[src/cbs_pkg.sv]
// Shared types, constants and helpers of the centred binomial sampler.
`default_nettype none
package cbs_pkg;

  localparam int NUM_COEFFS  = 256;
  localparam int CNT_W       = $clog2(NUM_COEFFS) + 1;
  localparam int BUF_W       = 13;
  localparam int HELD_W      = 4;
  localparam int QUEUE_DEPTH = 2;
  localparam int PTR_W       = $clog2(QUEUE_DEPTH);
  localparam int QCNT_W      = $clog2(QUEUE_DEPTH + 1);

  localparam logic [CNT_W-1:0]  COEFF_LIMIT = CNT_W'(NUM_COEFFS);
  localparam logic [CNT_W-1:0]  LAST_INDEX  = CNT_W'(NUM_COEFFS - 1);
  localparam logic [1:0]        ETA_WIDE    = 2'd3;
  localparam logic [1:0]        ETA_RESET   = 2'd2;
  localparam logic [HELD_W-1:0] WIDTH_ETA2  = 4'd4;
  localparam logic [HELD_W-1:0] WIDTH_ETA3  = 4'd6;
  localparam logic [HELD_W-1:0] BYTE_BITS   = 4'd8;

  typedef struct packed {
    logic signed [2:0] coefficient;
    logic [7:0]        coeff_index;
    logic              poly_done;
  } result_t;

  // One queue entry holds every result of one byte.
  typedef struct packed {
    result_t first;
    result_t second;
    logic    two;
  } entry_t;

  typedef struct packed {
    logic full;
    logic empty;
  } q_status_t;

  function automatic logic [1:0] ones3(input logic [2:0] v);
    ones3 = 2'(v[0]) + 2'(v[1]) + 2'(v[2]);
  endfunction

  // Low half minus high half; a narrow eta takes its halves from the low four bits only.
  function automatic logic signed [2:0] cbd_value(input logic [5:0] bits,
                                                 input logic wide);
    logic [1:0] a;
    logic [1:0] b;
    a = wide ? ones3(bits[2:0]) : ones3({1'b0, bits[1:0]});
    b = wide ? ones3(bits[5:3]) : ones3({1'b0, bits[3:2]});
    cbd_value = signed'(3'({1'b0, a}) - 3'({1'b0, b}));
  endfunction

endpackage
`default_nettype wire

[src/cbs_in_if.sv]
// Input channel: random byte and polynomial start flag.
`default_nettype none
interface cbs_in_if;
  logic       valid;
  logic       ready;
  logic [7:0] rand_byte;
  logic       start_poly;

  modport source (output valid, rand_byte, start_poly, input ready);
  modport sink   (input valid, rand_byte, start_poly, output ready);
endinterface
`default_nettype wire

[src/cbs_out_if.sv]
// Output channel: one sampled coefficient per transaction.
`default_nettype none
interface cbs_out_if;
  logic              valid;
  logic              ready;
  logic signed [2:0] coefficient;
  logic [7:0]        coeff_index;
  logic              poly_done;
  logic              last_of_byte;

  modport source (output valid, coefficient, coeff_index, poly_done, last_of_byte,
                  input ready);
  modport sink   (input valid, coefficient, coeff_index, poly_done, last_of_byte,
                  output ready);
endinterface
`default_nettype wire

[src/centered_binomial_sampler_top.sv]
// Top level of the centred binomial sampler.
// Bytes arrive on in_ch and are read as a bit stream, least significant bit first; each
// coefficient takes six bits with eta 3 and four with any other value, and is the
// count of ones in the low half minus the count in the high half. A byte with start_poly
// set begins a new polynomial; after 256 coefficients further bytes are taken and dropped.
// The front end accepts a byte and stores all of its results, up to two, as one entry
// in a two-entry queue; the back end sends them on out_ch one per cycle while out_ch is
// ready. The single output port therefore sets the byte rate: eta 2 yields two
// coefficients per byte, eta 3 fewer on average.
// Write eta through eta_we/eta_wdata only while no results are pending.
`default_nettype none
module centered_binomial_sampler_top
  import cbs_pkg::*;
(
  input  wire logic       clk,
  input  wire logic       rst,
  input  wire logic       eta_we,
  input  wire logic [1:0] eta_wdata,
  cbs_in_if.sink          in_ch,
  cbs_out_if.source       out_ch
);

  logic      push;
  logic      pop;
  entry_t    push_data;
  entry_t    head;
  q_status_t q_status;

  cbs_front u_front (
    .clk       (clk),
    .rst       (rst),
    .eta_we    (eta_we),
    .eta_wdata (eta_wdata),
    .in_ch     (in_ch),
    .q_status  (q_status),
    .push      (push),
    .push_data (push_data)
  );

  cbs_queue u_queue (
    .clk       (clk),
    .rst       (rst),
    .push      (push),
    .push_data (push_data),
    .pop       (pop),
    .head      (head),
    .status    (q_status)
  );

  cbs_back u_back (
    .clk      (clk),
    .rst      (rst),
    .head     (head),
    .q_status (q_status),
    .pop      (pop),
    .out_ch   (out_ch)
  );

endmodule
`default_nettype wire

[src/cbs_front.sv]
// Front end: eta register, bit buffer and coefficient counter; samples a byte.
`default_nettype none
module cbs_front
  import cbs_pkg::*;
(
  input  wire logic       clk,
  input  wire logic       rst,
  input  wire logic       eta_we,
  input  wire logic [1:0] eta_wdata,
  cbs_in_if.sink          in_ch,
  input  wire q_status_t  q_status,
  output logic            push,
  output entry_t          push_data
);

  logic [1:0]        eta;
  logic [BUF_W-1:0]  bit_buffer;
  logic [HELD_W-1:0] bits_held;
  logic [CNT_W-1:0]  coeff_count;

  logic [BUF_W-1:0]  bit_buffer_next;
  logic [HELD_W-1:0] bits_held_next;
  logic [CNT_W-1:0]  coeff_count_next;

  logic              wide;
  logic [HELD_W-1:0] width;
  logic [BUF_W-1:0]  buf0, merged, buf_a, buf_b;
  logic [HELD_W-1:0] held0, held1, held_a, held_b;
  logic [CNT_W-1:0]  cnt0, cnt_a, cnt_b;
  logic              active, take0, take1;
  logic              accept;

  assign in_ch.ready = !q_status.full;
  assign accept      = in_ch.valid && in_ch.ready;

  always_comb begin
    wide  = (eta == ETA_WIDE);
    width = wide ? WIDTH_ETA3 : WIDTH_ETA2;

    buf0  = in_ch.start_poly ? '0 : bit_buffer;
    held0 = in_ch.start_poly ? '0 : bits_held;
    cnt0  = in_ch.start_poly ? '0 : coeff_count;

    active = (cnt0 < COEFF_LIMIT);
    merged = buf0 | (BUF_W'(in_ch.rand_byte) << held0[2:0]);
    held1  = held0 + BYTE_BITS;

    take0  = active && (held1 >= width);
    buf_a  = merged >> width;
    held_a = held1 - width;
    cnt_a  = cnt0 + CNT_W'(1);

    take1  = take0 && (held_a >= width) && (cnt_a < COEFF_LIMIT);
    buf_b  = buf_a >> width;
    held_b = held_a - width;
    cnt_b  = cnt_a + CNT_W'(1);

    push_data.first.coefficient  = cbd_value(merged[5:0], wide);
    push_data.first.coeff_index  = cnt0[7:0];
    push_data.first.poly_done    = (cnt0 == LAST_INDEX);
    push_data.second.coefficient = cbd_value(buf_a[5:0], wide);
    push_data.second.coeff_index = cnt_a[7:0];
    push_data.second.poly_done   = (cnt_a == LAST_INDEX);
    push_data.two                = take1;
    push                         = accept && take0;

    // Drop bytes once the polynomial is full, keeping only the start clear.
    if (!active) begin
      bit_buffer_next  = buf0;
      bits_held_next   = held0;
      coeff_count_next = cnt0;
    end else if (take1) begin
      bit_buffer_next  = buf_b;
      bits_held_next   = held_b;
      coeff_count_next = cnt_b;
    end else if (take0) begin
      bit_buffer_next  = buf_a;
      bits_held_next   = held_a;
      coeff_count_next = cnt_a;
    end else begin
      bit_buffer_next  = merged;
      bits_held_next   = held1;
      coeff_count_next = cnt0;
    end
    if (active && (coeff_count_next >= COEFF_LIMIT)) begin
      bit_buffer_next = '0;
      bits_held_next  = '0;
    end
  end

  always_ff @(posedge clk) begin
    if (rst) begin
      eta         <= ETA_RESET;
      bit_buffer  <= '0;
      bits_held   <= '0;
      coeff_count <= '0;
    end else begin
      if (eta_we) begin
        eta <= eta_wdata;
      end
      if (accept) begin
        bit_buffer  <= bit_buffer_next;
        bits_held   <= bits_held_next;
        coeff_count <= coeff_count_next;
      end
    end
  end

endmodule
`default_nettype wire

[src/cbs_queue.sv]
// Short queue of per-byte result entries between front and back end.
`default_nettype none
module cbs_queue
  import cbs_pkg::*;
(
  input  wire logic   clk,
  input  wire logic   rst,
  input  wire logic   push,
  input  wire entry_t push_data,
  input  wire logic   pop,
  output entry_t      head,
  output q_status_t   status
);

  entry_t            mem [QUEUE_DEPTH];
  logic [PTR_W-1:0]  wr_ptr;
  logic [PTR_W-1:0]  rd_ptr;
  logic [QCNT_W-1:0] count;

  assign status.full  = (count == QCNT_W'(QUEUE_DEPTH));
  assign status.empty = (count == '0);
  assign head         = mem[rd_ptr];

  always_ff @(posedge clk) begin
    if (push) begin
      mem[wr_ptr] <= push_data;
    end
  end

  // Pointers wrap naturally: the depth is a power of two.
  always_ff @(posedge clk) begin
    if (rst) begin
      wr_ptr <= '0;
      rd_ptr <= '0;
      count  <= '0;
    end else begin
      if (push) begin
        wr_ptr <= wr_ptr + PTR_W'(1);
      end
      if (pop) begin
        rd_ptr <= rd_ptr + PTR_W'(1);
      end
      if (push && !pop) begin
        count <= count + QCNT_W'(1);
      end else if (pop && !push) begin
        count <= count - QCNT_W'(1);
      end
    end
  end

endmodule
`default_nettype wire

[src/cbs_back.sv]
// Back end: issues the results of the head entry one per transaction.
`default_nettype none
module cbs_back
  import cbs_pkg::*;
(
  input  wire logic      clk,
  input  wire logic      rst,
  input  wire entry_t    head,
  input  wire q_status_t q_status,
  output logic           pop,
  cbs_out_if.source      out_ch
);

  logic    sel;
  logic    last;
  logic    accept;
  result_t cur;

  assign cur    = sel ? head.second : head.first;
  assign last   = sel || !head.two;
  assign accept = out_ch.valid && out_ch.ready;
  assign pop    = accept && last;

  assign out_ch.valid        = !q_status.empty;
  assign out_ch.coefficient  = cur.coefficient;
  assign out_ch.coeff_index  = cur.coeff_index;
  assign out_ch.poly_done    = cur.poly_done;
  assign out_ch.last_of_byte = last;

  // Advance to the second result, or back to the first once the entry retires.
  always_ff @(posedge clk) begin
    if (rst) begin
      sel <= 1'b0;
    end else if (accept) begin
      sel <= !last;
    end
  end

endmodule
`default_nettype wire

[src/flat_wrapper.sv]
// flat-port wrapper written by rule: the top's interface ports become plain ports
module centered_binomial_sampler_top_flat import cbs_pkg::*;
  (clk, rst, eta_we, eta_wdata, in_ch_valid, in_ch_rand_byte, in_ch_start_poly, in_ch_ready, out_ch_valid, out_ch_coefficient, out_ch_coeff_index, out_ch_poly_done, out_ch_last_of_byte, out_ch_ready);
  cbs_in_if in_ch_i ();
  cbs_out_if out_ch_i ();
  input  wire logic clk;
  input  wire logic rst;
  input  wire logic eta_we;
  input  wire logic [1:0] eta_wdata;
  input wire logic [$bits(in_ch_i.valid)-1:0] in_ch_valid;
  input wire logic [$bits(in_ch_i.rand_byte)-1:0] in_ch_rand_byte;
  input wire logic [$bits(in_ch_i.start_poly)-1:0] in_ch_start_poly;
  output wire logic [$bits(in_ch_i.ready)-1:0] in_ch_ready;
  output wire logic [$bits(out_ch_i.valid)-1:0] out_ch_valid;
  output wire logic [$bits(out_ch_i.coefficient)-1:0] out_ch_coefficient;
  output wire logic [$bits(out_ch_i.coeff_index)-1:0] out_ch_coeff_index;
  output wire logic [$bits(out_ch_i.poly_done)-1:0] out_ch_poly_done;
  output wire logic [$bits(out_ch_i.last_of_byte)-1:0] out_ch_last_of_byte;
  input wire logic [$bits(out_ch_i.ready)-1:0] out_ch_ready;
  assign in_ch_i.valid = in_ch_valid;
  assign in_ch_i.rand_byte = in_ch_rand_byte;
  assign in_ch_i.start_poly = in_ch_start_poly;
  assign in_ch_ready = in_ch_i.ready;
  assign out_ch_valid = out_ch_i.valid;
  assign out_ch_coefficient = out_ch_i.coefficient;
  assign out_ch_coeff_index = out_ch_i.coeff_index;
  assign out_ch_poly_done = out_ch_i.poly_done;
  assign out_ch_last_of_byte = out_ch_i.last_of_byte;
  assign out_ch_i.ready = out_ch_ready;
  centered_binomial_sampler_top u_core (.clk(clk), .rst(rst), .eta_we(eta_we), .eta_wdata(eta_wdata), .in_ch(in_ch_i), .out_ch(out_ch_i));
endmodule
[config.mk]
export PLATFORM = sky130hd
export DESIGN_NAME = centered_binomial_sampler_top_flat
export DESIGN_NICKNAME = d
export VERILOG_FILES = /design/src/cbs_pkg.sv /design/src/cbs_in_if.sv /design/src/cbs_out_if.sv /design/src/centered_binomial_sampler_top.sv /design/src/cbs_front.sv /design/src/cbs_queue.sv /design/src/cbs_back.sv /design/src/flat_wrapper.sv
export SDC_FILE = /design/constraint.sdc
export NUM_CORES = 1
export LEC_CHECK = 0
export BUFFER_PORTS_ARGS = -buffer_cell sky130_fd_sc_hd__buf_4
export CORE_ASPECT_RATIO = 0.5
export CORE_MARGIN = 2
export CORE_UTILIZATION = 45
export DETAILED_ROUTE_END_ITERATION = 10
export REMOVE_ABC_BUFFERS = 1
export SLEW_MARGIN = 20
export SYNTH_ARGS = -nofsm -noshare
export SYNTH_HDL_FRONTEND = slang
export SYNTH_SLANG_ARGS = --single-unit
[constraint.sdc]
create_clock -name clk -period 4.9 [get_ports clk]
set_clock_uncertainty 0.1 [all_clocks]
set_input_delay 0.245 -clock clk [delete_from_list [all_inputs] [get_ports clk]]
set_output_delay 0.245 -clock clk [all_outputs]
set_load 0.005 [all_outputs]
### Word-level counts from Yosys, hierarchy flattened

Memory sizes are Yosys's and may differ from the RTL's. A register that Yosys moved wholly into a read port is not among the register bits.
Cells that the tools add are included.

| cells by class | value |
|---|---|
| equality and inequality tests | 4 |
| reduce and logical (&&, ||, !) cells | 19 |
| div/mod/pow operators | 0 |
| add/subtract/negate cells | 21 |
| $lt $le $gt $ge | 5 |
| muxes and demuxes | 26 |
| shift operators | 3 |
| bitwise operators | 1 |
| multipliers | 0 |

Operator list:

| kind | number |
|---|---|
| two-way mux 13 bit | 5 |
| two-way mux 9 bit | 4 |
| right shift 13 x 3 -> 13 bit | 2 |
| two-way mux 4 bit | 5 |
| adder 9 x 1 -> 9 bit, second input constant | 2 |
| equality test 9 x 8 -> 1 bit, second input constant | 2 |
| less-than comparator 9 bit, second input constant | 2 |
| two-way mux 2 bit | 7 |
| bitwise OR 13 bit | 1 |
| << shifter 8 x 3 -> 13 bit | 1 |
| adder 1 x 1 -> 2 bit | 6 |
| two-way mux 12 bit | 1 |
| logical AND 1 bit | 10 |
| >= comparator 9 bit, second input constant | 1 |
| adder 2 x 1 -> 2 bit | 4 |
| >= comparator 4 x 3 -> 1 bit | 2 |
| subtractor 4 x 3 -> 4 bit | 2 |
| logical NOT 1 bit | 6 |
| subtractor 2 x 2 -> 3 bit | 2 |
| adder 4 bit, second input constant | 1 |
| equality test 2 bit, second input constant | 2 |
| two-way mux 1 bit | 4 |
| adder 1 bit, second input constant | 2 |
| adder 2 x 1 -> 2 bit, second input constant | 1 |
| 4 further kinds | 4 |

| word-level totals | value |
|---|---|
| memories kept | 1 |
| logic and storage cells | 88 |
| output and inout bits | 15 |
| bits in writable memories | 50 |
| bits in latches | 0 |
| register bits after elaboration | 33 |
| memory bits (read-only) | 0 |

Memories:

| name | depth | width | read ports | clocked after Yosys merged registers in | write ports | line | RTL |
|---|---|---|---|---|---|---|---|
| u_core.u_queue.mem | 2 | 25 | 1 | 1 | 1 | cbs_queue.sv:15 | `entry_t mem [QUEUE_DEPTH];` |

### Depth between registers and ports, before layout

Gate-level depths: netlist of the first run.

| depth | value |
|---|---|
| depth in word-level cells | 11 |
| depth in mapped cells | 18 |

### Modules after synthesis

Synthesis of the first run repeated with hierarchy kept, for this count alone.

| unflattened totals | value |
|---|---|
| cells, all modules | 531 |
| area total of the unflattened synthesis | 5,477.8 sq um |

By module, submodules not included:

| module | times used | cells an instance | area an instance (sq um) | seq. area each (sq um) |
|---|---|---|---|---|
| cbs_front | 1 | 410 | 3,236.9 | 560.5 |
| cbs_queue | 1 | 100 | 2,010.7 | 1,601.5 |
| cbs_back | 1 | 21 | 230.2 | 20.0 |

### Worst setup path before layout of the first run

OpenSTA, ideal clock, no wires.

| path | value |
|---|---|
| kind | reg2reg |
| start point | register u_core.u_front.eta[1] |
| end point | memory u_core.u_queue.mem[0][0] in the netlist's numbering, enable pin |
| path slack | 774 ps |
| stages on the path, launching flop included | 9 |
| data required time | 4,362 ps |
| clock period less this slack | 4,126 ps |
| data arrival time | 3,588 ps |
| path through | dfxtp_1 nand2_1 inv_1 buf_1 ha_1 nor3b_1 o31ai_1 buf_2 nor3_1 |

| between the ends | value |
|---|---|
| longest elaborated chain between the ends | 7 |

RTL lines:

| element | line | RTL |
|---|---|---|
| start, declared | cbs_front.sv:16 | `logic [1:0] eta;` |
| start signal, assigned | cbs_front.sv:99 | `eta <= eta_wdata;` |
| equality test 2 bit | cbs_front.sv:37 | `wide = (eta == ETA_WIDE);` |
| two-way mux 2 bit | cbs_front.sv:38 | `width = wide ? WIDTH_ETA3 : WIDTH_ETA2;` |
| >= comparator 4 x 3 -> 1 bit | cbs_front.sv:48 | `take0 = active && (held1 >= width);` |
| logical AND 1 bit | cbs_front.sv:48 |  |
| logical AND 1 bit | cbs_front.sv:65 | `push = accept && take0;` |
| two-way mux 1 bit | cbs_queue.sv:25 | `if (push) begin` |
| two-way mux 1 bit (not written as such) | cbs_queue.sv:26 | `mem[wr_ptr] <= push_data;` |
| end, declared | cbs_queue.sv:15 |  |

No other way between the ends.

==> results of run 1 <==
area by class of cell:
class,count,share of cell area (%)
Clock buffer,10,3.91
Multi-Input combinational cell,348,47.0
Sequential cell,84,37.3
Inverter,31,1.99
Timing Repair Buffer,41,5.47
Tap cell,145,3.10
Clock inverter,6,1.22
power groups by stage:
stage	clock, mW	combinational [mW]	sequential [mW]
after floorplan	0	0.541	1.02
after global placement	0	0.832	1.06
after detailed placement	0	0.836	1.06
after CTS	0.701	0.842	1.05
after global routing	0.732	0.932	1.07
final	0.689	0.843	1.04
worst register-to-register path: cells and delay by family, from the launching register on:
family | cells | cell delay (ns)
mux | 2 | 0.43
flops | 1 | 0.85
buf+inv | 1 | 0.07
compound gates | 2 | 0.56
simple gates | 1 | 0.39
fa+ha+maj | 3 | 1.18
state kept, by name, summed over array words and instances, names as in the netlist, 2 cells and up, named ones only:
register                    cells
u_core.u_front.eta              2
u_core.u_front.bit_buffer      13
u_core.u_front.coeff_count      9
u_core.u_queue.count            2
u_core.u_front.bits_held        4
u_core.u_queue.mem             50
routing by layer:
metal | global-route usage, % | vias up | wire [µm] | part of all wire [%]
met5 | 0 | - | 0 | 0
met4 | 7.43 | 0 | 286 | 2.2
met3 | 4.75 | 26 | 871 | 6.8
met2 | 32.6 | 147 | 5340 | 42
met1 | 31.5 | 1893 | 6290 | 49
li1 | - | 1899 | - | -
cell families after synthesis:
family          share of synthesized area, %
fa+ha+maj                               6.13
xor+xnor                                2.35
buf+inv                                 5.54
simple gates                            14.9
compound gates                          17.8
flops                                   41.8
mux                                     11.5
path summary, 6_finish.rpt:
kind | to | slack, ns | cells after the start
setup / recovery | u_core.u_queue.mem[0][11] | 1.06 | 9
hold / removal | u_core.u_front.eta[1] | 0.02 | 3
setup reg to reg | u_core.u_queue.mem[0][11] | 1.06 | 9
hold reg to reg | u_core.u_front.bit_buffer[11] | 0.38 | 2
stage by stage:
stage          area, µm²  hold WS [ns]
6_report            5860        0.0222
4_1_cts             5860        0.0198
3_3_place_gp        5560         0.357
5_1_grt             5860        0.0309
2_1_floorplan       5050         0.214
3_5_place_dp        5560         0.365
placed cells by master, fill, tap and decap left out, drive strengths merged, types with 4 or more instances in the layout:
cell type   n
a31oi       5
nor2       39
nand4       4
a211oi      6
dfxtp      34
a311oi      4
nand2b      8
nand3b      4
nor3       14
a21oi      26
and3        5
xnor2       5
a221oi      7
mux2       13
a22o        4
nand3      10
edfxtp     50
o211ai      6
o21a        5
ha         16
buf        41
xor2        9
o21ai      26
nand2      40
o31ai       4
inv        32
mux4       16
a2bb2oi     4
fa          6
clkbuf     10
mux2i       9
nor2b       8
==> impl_metrics.toml, run 1 <==
[floorplanning]
core_region_area_mm2 = 0.0111
num_rows = 27
die_x_um = 156
dieArea_mm2 = 0.0125
fp.dieH_um = 80.2
initial_utilization_pct = 46.8
ios = 31

[timing]
setup_slack_ns = 1.06
post-route-period-util_pct = 78.4
min_period_ns = 3.84
tns_ns = 0
drv_slew = 0
slew_headroom_pct = 45.5
max_freq_mhz = 260
finalSetupViolations = 0
rsz0062_at_grt = "no"
hold_viol = 0
worst_pin_slew_ns = 0.809

[pwr]
power_frac_seq_pct = 40.5
power.switching_mw = 0.851
pwr-share-clk_pct = 26.7
ir_drop_mv = 0.205
p_leak_nw = 2.16
p_int_mw = 1.73
total_power_mw = 2.58
comb_power_share_pct = 32.7
power.density_mw_per_mm2 = 440
switching_share_pct = 33.0

[yosys]
synthTopCellsByArea = "edfxtp_1 29%, dfxtp_1 13%, mux4_2 6.9%"
ys_types = 78
syn_inst = 493
ys_seq_area_share_pct = 41.8
yosys-top-cells-count = "50 x edfxtp_1, 40 x nand2_1, 36 x nor2_1"
ys_warn_count = 0
netlist_area_mm2 = 0.00522
synth_edf_count = 50
synth-main-ff-cell = "edfxtp_1"
yosysMostFrequentCell = "edfxtp_1"
synth.top_cell.area_share_pct = 28.8
avgSynthCellArea_um2 = 10.6
synth-async-reset-ratio_pct = 0
ys_ff_latch = 84
yosys.area.top_type = "edfxtp_1"

[final_layout]
fin_util_pct = 52.5
final-seq-area_mm2 = 0.00218
final_nets = 553
final_cells = 665
drive_gt1_share_pct = 21.7
multiInputGateArea_mm2 = 0.00276
area_growth_pct = 12.2
fill_cells = 994
antenna_cells = 0

[detailed_routing]
vias = 3965
dr.pass1.iters = 5
post-route-drc-count = 0
routed_wl_um = 12800
wire_per_inst_um = 19.2
drt.antenna.violating_nets = 0
viasPerCell = 5.96
drt_iter0_drc = 379

[placed_design]
dp.cells = 649
portBuffers = 30
place_ws_ns = 1.09
routabilityCongestion = 0.888
place_hpwl_um = 9110

[clocking]
cts_tree = "yes"
cts_max_path_buffers = 2
worstSkewPairLatency_ns = 0.34
cts.htree.levels = 3
ctsHoldBuffers = 0
cts-root-buf = "clkbuf_16"
cts_resized = 0
cts.sinks = 84
postCtsSetupBuffers = 0
cts.reportedPaths.clkPinSlew_ns = 0.07
numCtsBuffers = 9

[setup_path]
reg2reg_from = "u_core.u_front.bits_held[1]"
max_stage_delay_ns = 0.85
crit_path_max_fanout = 22
crit_chain = "nor2b_2, mux4_2, a221oi_4, a21oi_1, fa_1, mux2i_1, ha_1, inv_1, fa_1"
critPathKind = "reg2reg"
crit_top_cell = "fa_1"
cp_slowest_cell = "dfxtp_1"
start_kind = "flip-flop"
cp.arrival_ns = 3.82
cp-startpoint = "u_core.u_front.bits_held[1]"
crit_family = "adder cells"
critPathRequiredTime_ns = 4.88
worst-path-buf-inv = 1
critPathCaptureType = "flip-flop"

[global_routing]
grt_pass1_vias = 3829
grt_pass1_wl_um = 21000
grt-ovfl-total = 0
grtUsageTotal_pct = 21.8
grt_max_degree = 29
grt_antenna_before_repair = 0

[hold_path]
worstHoldStart = "eta_wdata[1]"
hold_path_class = "in2reg"

[job]
maxCapViolCount = 0

[outcome]
status = "complete, no violations"
Power figures use the tool's default switching activity.
==> run 2, diff against run 1 <==
clock period = 3.39 ns   (was 4.9 ns; I/O delays follow)
==> run 2 against run 1 <==
Net effect:
- fmax grew 16%
- critical path depth grew 1
- sequential cell count unchanged
- final cell count increased by 6.9%
- largest power group unchanged
- clock-buffer cell count decreased by 1
- global-route usage increased by 0.11 points
- first-iteration DRC count decreased by 6.6%
- largest cell class unchanged
- setup slack got worse by 0.98 ns
- core utilization rose by 4.5 points
- register-to-register slack got worse by 0.98 ns
- cell area up 8.5%
- sequential share of layout area fell by 2.8 points
==> impl_metrics.toml, run 2 (synthesized netlist as in run 1, its figures left out) <==
[outcome]
status = "complete, no violations"

[setup_path]
critPathKind = "reg2reg"
critPathCaptureType = "flip-flop"
setup.worst_path.end = "u_core.u_queue.mem[1][11]"
ff2ff_setup_slack_ns = 0.08
reg2reg_from = "u_core.u_front.bits_held[1]"
crit_chain = "mux2_2, a2111oi_1, a211oi_1, mux2_2, fa_1, nand2_1, nand2_1, ha_2, inv_1, fa_1"
r2r_end = "u_core.u_queue.mem[1][11]"
critPathRequiredTime_ns = 3.37
max_stage_delay_ns = 0.50
cp-startpoint = "u_core.u_front.bits_held[1]"
cp_slowest_cell = "fa_1"
reg2regPathDepth = 10
crit_path_max_fanout = 5
path_depth = 10
start_kind = "flip-flop"
worst-path-buf-inv = 1
cp.arrival_ns = 3.28
crit_family = "adder cells"

[floorplanning]
num_rows = 27
die_x_um = 156
ios = 31
core_region_area_mm2 = 0.0111
dieArea_mm2 = 0.0125
initial_utilization_pct = 46.8
fp.dieH_um = 80.2

[detailed_routing]
drt_iter0_drc = 354
drt.antenna.violating_nets = 0
post-route-drc-count = 0
viasPerCell = 5.73
routed_wl_um = 13200
wire_per_inst_um = 18.6
dr.pass1.iters = 4
vias = 4071

[final_layout]
final_nets = 599
antenna_cells = 0
final_cell_mix = "79 x buf_4, 50 x edfxtp_1, 40 x nand2_1"
drive_gt1_share_pct = 29.9
top_register = "u_core.u_queue.mem"
final_cells = 711
largest_reg_flops = 50
reg_top3 = "u_core.u_queue.mem x50, u_core.u_front.bit_buffer x13, u_core.u_front.coeff_count x9"
final_common_cell = "buf_4"
area_growth_pct = 21.8

[clocking]
cts-root-buf = "clkbuf_16"
numCtsBuffers = 9
cts.reportedPaths.clkPinSlew_ns = 0.07
worstSkewPairLatency_ns = 0.34
cts_tree = "yes"
cts.htree.levels = 3
cts_max_path_buffers = 2
cts.sinks = 84

[pwr]
p_leak_nw = 2.43
power.density_mw_per_mm2 = 611
ir_drop_mv = 0.327

[global_routing]
grt-ovfl-total = 0
grt_pass1_vias = 4012
grtUsageTotal_pct = 22.0
grt_antenna_before_repair = 0
grt_pass1_wl_um = 21000
grt_max_degree = 29

[timing]
hold_viol = 0
min_period_ns = 3.31
post-route-period-util_pct = 97.6
rsz0062_at_grt = "yes"
finalSetupViolations = 0
setup_slack_ns = 0.0803
slew_headroom_pct = 61.8
drv_slew = 0
worst_pin_slew_ns = 0.573
max_freq_mhz = 302

[placed_design]
dp.cells = 685
place_ws_ns = -0.00575
place_hpwl_um = 9460
routabilityCongestion = 0.894
portBuffers = 30

[hold_path]
hold_path_class = "in2reg"
worstHoldStart = "in_ch_valid"
min_path_cells = 3

[job]
maxCapViolCount = 0
run 2: cell types whose count changed in the layout (fill, tap and decap cells not counted), sizes merged:
cell / before / now
buf: 41 / 81
bufinv: 1 / 2
clkbuf: 10 / 11
clkinv: 2 / 1
dlygate4sd3: 0 / 4
inv: 32 / 33
run 2: layout make-up:
type | count | area (µm²)
clock inverters | 7 | 104
clock buffers | 9 | 225
flip-flops and latches | 84 | 2190
multi-input cells | 348 | 2820
repair buffers | 87 | 718
well taps | 145 | 181
inverters | 31 | 116
fillers | 996 | 4790
run 2: per-stage QoR:
| stage | power (mW) | cell area [µm²] | setup TNS, ns | hold WS, ns | utilization [%] |
|---|---|---|---|---|---|
| after detailed placement | 2.80 | 5830 | -0.0115 | 0.296 | 52.3 |
| after CTS | 3.89 | 6200 | 0 | 0.0564 | 55.6 |
| after floorplan | 2.26 | 5050 | -29.51 | 0.139 | - |
| after global placement | 2.79 | 5830 | 0 | 0.299 | 52.3 |
| final | 3.88 | 6360 | 0 | 0.0586 | 57.0 |
| after global routing | 4.11 | 6360 | -0.125 | 0.0650 | 57.0 |
run 2: report_power, final:
| group | internal [mW] | switching [mW] | total, mW |
|---|---|---|---|
| clock network | 0.655 | 0.415 | 1.07 |
| registers | 1.35 | 0.0994 | 1.45 |
| logic | 0.644 | 0.718 | 1.36 |
run 2: worst min-delay path by stage:
stage | to | slack [ns]
after floorplan | u_core.u_front.bit_buffer[11] | 0.14
after global placement | u_core.u_front.eta[1] | 0.30
after detailed placement | u_core.u_front.eta[1] | 0.30
after CTS | u_core.u_front.bit_buffer[12] | 0.06
after global routing | u_core.u_front.bit_buffer[12] | 0.06
final | u_core.u_front.bit_buffer[12] | 0.06
run 2: worst min-delay path: cells and delay by family:
kind,cells,cell delay (ns)
buf+inv,1,0.10
simple gates,1,0.11
compound gates,1,0.07
run 2: routing by layer:
layer	share of wire, %	routed length, µm	global-route usage [%]	vias to the layer above
met4	1.7	223	7.06	0
met1	49	6510	30.9	1973
met5	0	0	0	-
li1	-	-	-	1981
met3	5.2	681	4.05	19
met2	44	5790	34.4	98
run 2: what timing repair did:
item	4_1_cts	5_1_grt
pin swaps	0	7
resized for setup	3	18
endpoints found under the setup margin	2	6
cloned	0	2
hold buffers	4	0
buffers inserted	0	4
endpoints found under the hold margin	2	0
==> run 3, diff against run 2 <==
CORE_UTILIZATION = 35   (was 45)
==> run 3 against run 2 <==
Net effect:
- global-route usage fell by 4.7 points
- first-iteration DRC count fell by 12%
- register-to-register slack got worse by 0.06 ns
- fmax fell by 1.9%
- clock power fell by 16%
- via count rose by 2.3%
- die area rose by 27%
- critical path depth rose by 1
- largest power group unchanged
- setup slack got worse by 0.064 ns
- core utilization fell by 13 points
- wire length rose by 2.7%
- final cell count rose by 7.2%
- critical path type unchanged
==> impl_metrics.toml, run 3 (synthesized netlist as in run 1, its figures left out) <==
[final_layout]
fin_util_pct = 43.7
area_growth_pct = 21.5
final_cell_mix = "77 x buf_4, 50 x edfxtp_1, 40 x nand2_1"
top_register = "u_core.u_queue.mem"
final_common_cell = "buf_4"
antenna_cells = 0
reg_top3 = "u_core.u_queue.mem x50, u_core.u_front.bit_buffer x13, u_core.u_front.coeff_count x9"
final_nets = 597
largest_reg_flops = 50
drive_gt1_share_pct = 28.9

[pwr]
p_leak_nw = 2.39
ir_drop_mv = 0.246
p_int_mw = 2.49
power.switching_mw = 1.23
switching_share_pct = 33.1
pwr-share-clk_pct = 24.0
power.density_mw_per_mm2 = 587
comb_power_share_pct = 37.1
power_frac_seq_pct = 38.9

[job]
maxCapViolCount = 0

[detailed_routing]
wire_per_inst_um = 17.8
drt.antenna.violating_nets = 0
viasPerCell = 5.47
dr.pass1.iters = 5
vias = 4166
post-route-drc-count = 0
routed_wl_um = 13600
drt_iter0_drc = 312

[setup_path]
cp-startpoint = "u_core.u_front.bits_held[0]"
setup.worst_path.end = "u_core.u_queue.mem[1][11]"
critPathRequiredTime_ns = 3.37
crit_path_max_fanout = 7
max_stage_delay_ns = 0.52
critPathKind = "reg2reg"
reg2reg_from = "u_core.u_front.bits_held[0]"
reg2regPathDepth = 11
crit_chain = "buf_12, mux4_2, a22oi_2, a2bb2oi_4, nor3_2, a21oi_2, fa_1, mux2i_1, ha_2, inv_2, fa_1"
ff2ff_setup_slack_ns = 0.02
cp_slowest_cell = "mux4_2"
critPathCaptureType = "flip-flop"
cp.arrival_ns = 3.36
r2r_end = "u_core.u_queue.mem[1][11]"
start_kind = "flip-flop"
crit_top_cell = "fa_1"

[global_routing]
busiest_layer = "met2"
grt_pass1_wl_um = 21600
use_met3_pct = 3.58
grt_antenna_before_repair = 0
grtUsageTotal_pct = 17.3
use_met1_pct = 24.2
grt_pass1_vias = 3997
gr-usage-met2_pct = 26.3
grt_max_degree = 29
grt-ovfl-total = 0

[floorplanning]
dieArea_mm2 = 0.0160
fp.dieH_um = 90.4
core_region_area_mm2 = 0.0145
initial_utilization_pct = 36.0
ios = 31
die_x_um = 177
num_rows = 31

[timing]
worst_pin_slew_ns = 0.602
slew_headroom_pct = 59.5
finalSetupViolations = 0
setup_slack_ns = 0.0164
max_freq_mhz = 296
min_period_ns = 3.37
hold_viol = 0
drv_slew = 0
rsz0062_at_grt = "yes"
post-route-period-util_pct = 99.5

[clocking]
cts.htree.levels = 3
numCtsBuffers = 9
worstSkewPairLatency_ns = 0.35
cts.sinks = 84
cts.reportedPaths.clkPinSlew_ns = 0.06
cts-root-buf = "clkbuf_16"
cts_tree = "yes"
cts_max_path_buffers = 2

[placed_design]
place_hpwl_um = 9570
routabilityCongestion = 0.892
portBuffers = 30
place_ws_ns = -0.0585

[hold_path]
hold_path_class = "in2reg"

[outcome]
status = "complete, no violations"
run 3: worst min-delay path by stage:
stage / from / end / cells after the start
after floorplan: rst / u_core.u_front.bit_buffer[11] / 1
after global placement: eta_wdata[1] / u_core.u_front.eta[1] / 3
after detailed placement: eta_wdata[1] / u_core.u_front.eta[1] / 3
after CTS: in_ch_valid / u_core.u_front.bit_buffer[12] / 3
after global routing: in_ch_valid / u_core.u_front.bit_buffer[12] / 3
final: out_ch_ready / u_core.u_back.sel / 4
run 3: critical path, delay by kind of cell (launching register included):
family                     cells  cell delay, ns
buffers and inverters          2            0.16
muxes                          2            0.72
adders and majority gates      3            1.13
DFF                            1            0.39
and+or+nand+nor                1            0.14
AOI/OAI and AO/OA              3            0.47
run 3: power by group through the flow:
stage	Combinational, mW	Sequential, mW	Clock [mW]
floorplan	0.782	1.48	0
global placement	1.33	1.46	0
detailed placement	1.34	1.47	0
CTS	1.36	1.45	0.911
global route	1.53	1.47	0.952
finish	1.38	1.45	0.895
run 3: metrics by stage:
stage	total power [mW]	instances	hold WS (ns)	instance area [µm²]	TNS (ns)
after floorplan	2.26	463	0.139	5050	-29.51
after global placement	2.79	735	0.291	5870	0
after detailed placement	2.81	735	0.305	5870	-0.117
after CTS	3.71	756	0.0695	6230	0
after global routing	3.95	762	0.0992	6340	-0.403
final	3.72	762	0.0761	6340	0
run 3: cell type report:
cell class	count	area, µm²
flip-flops and latches	84	2190
clock buffers	10	229
repair buffers	85	707
well taps	198	248
clock inverters	6	38.8
multi-input cells	348	2820
fillers	1361	8160
inverters	31	116
run 3: what timing repair did:
| action | 4_1_cts | 5_1_grt |
|---|---|---|
| hold endpoints to repair | 2 | 0 |
| pin swaps | 0 | 5 |
| hold buffers | 4 | 0 |
| endpoints found under the setup margin | 2 | 4 |
| setup buffers | 0 | 5 |
| resized for setup | 5 | 14 |
| gates cloned | 1 | 1 |
run 3: per-layer routing:
metal	part of all wire [%]	wire length, µm	up-vias
met5	0	0	-
met4	2.1	279	0
met3	5.9	803	24
met2	44	5990	154
met1	48	6480	2008
li1	-	-	1980
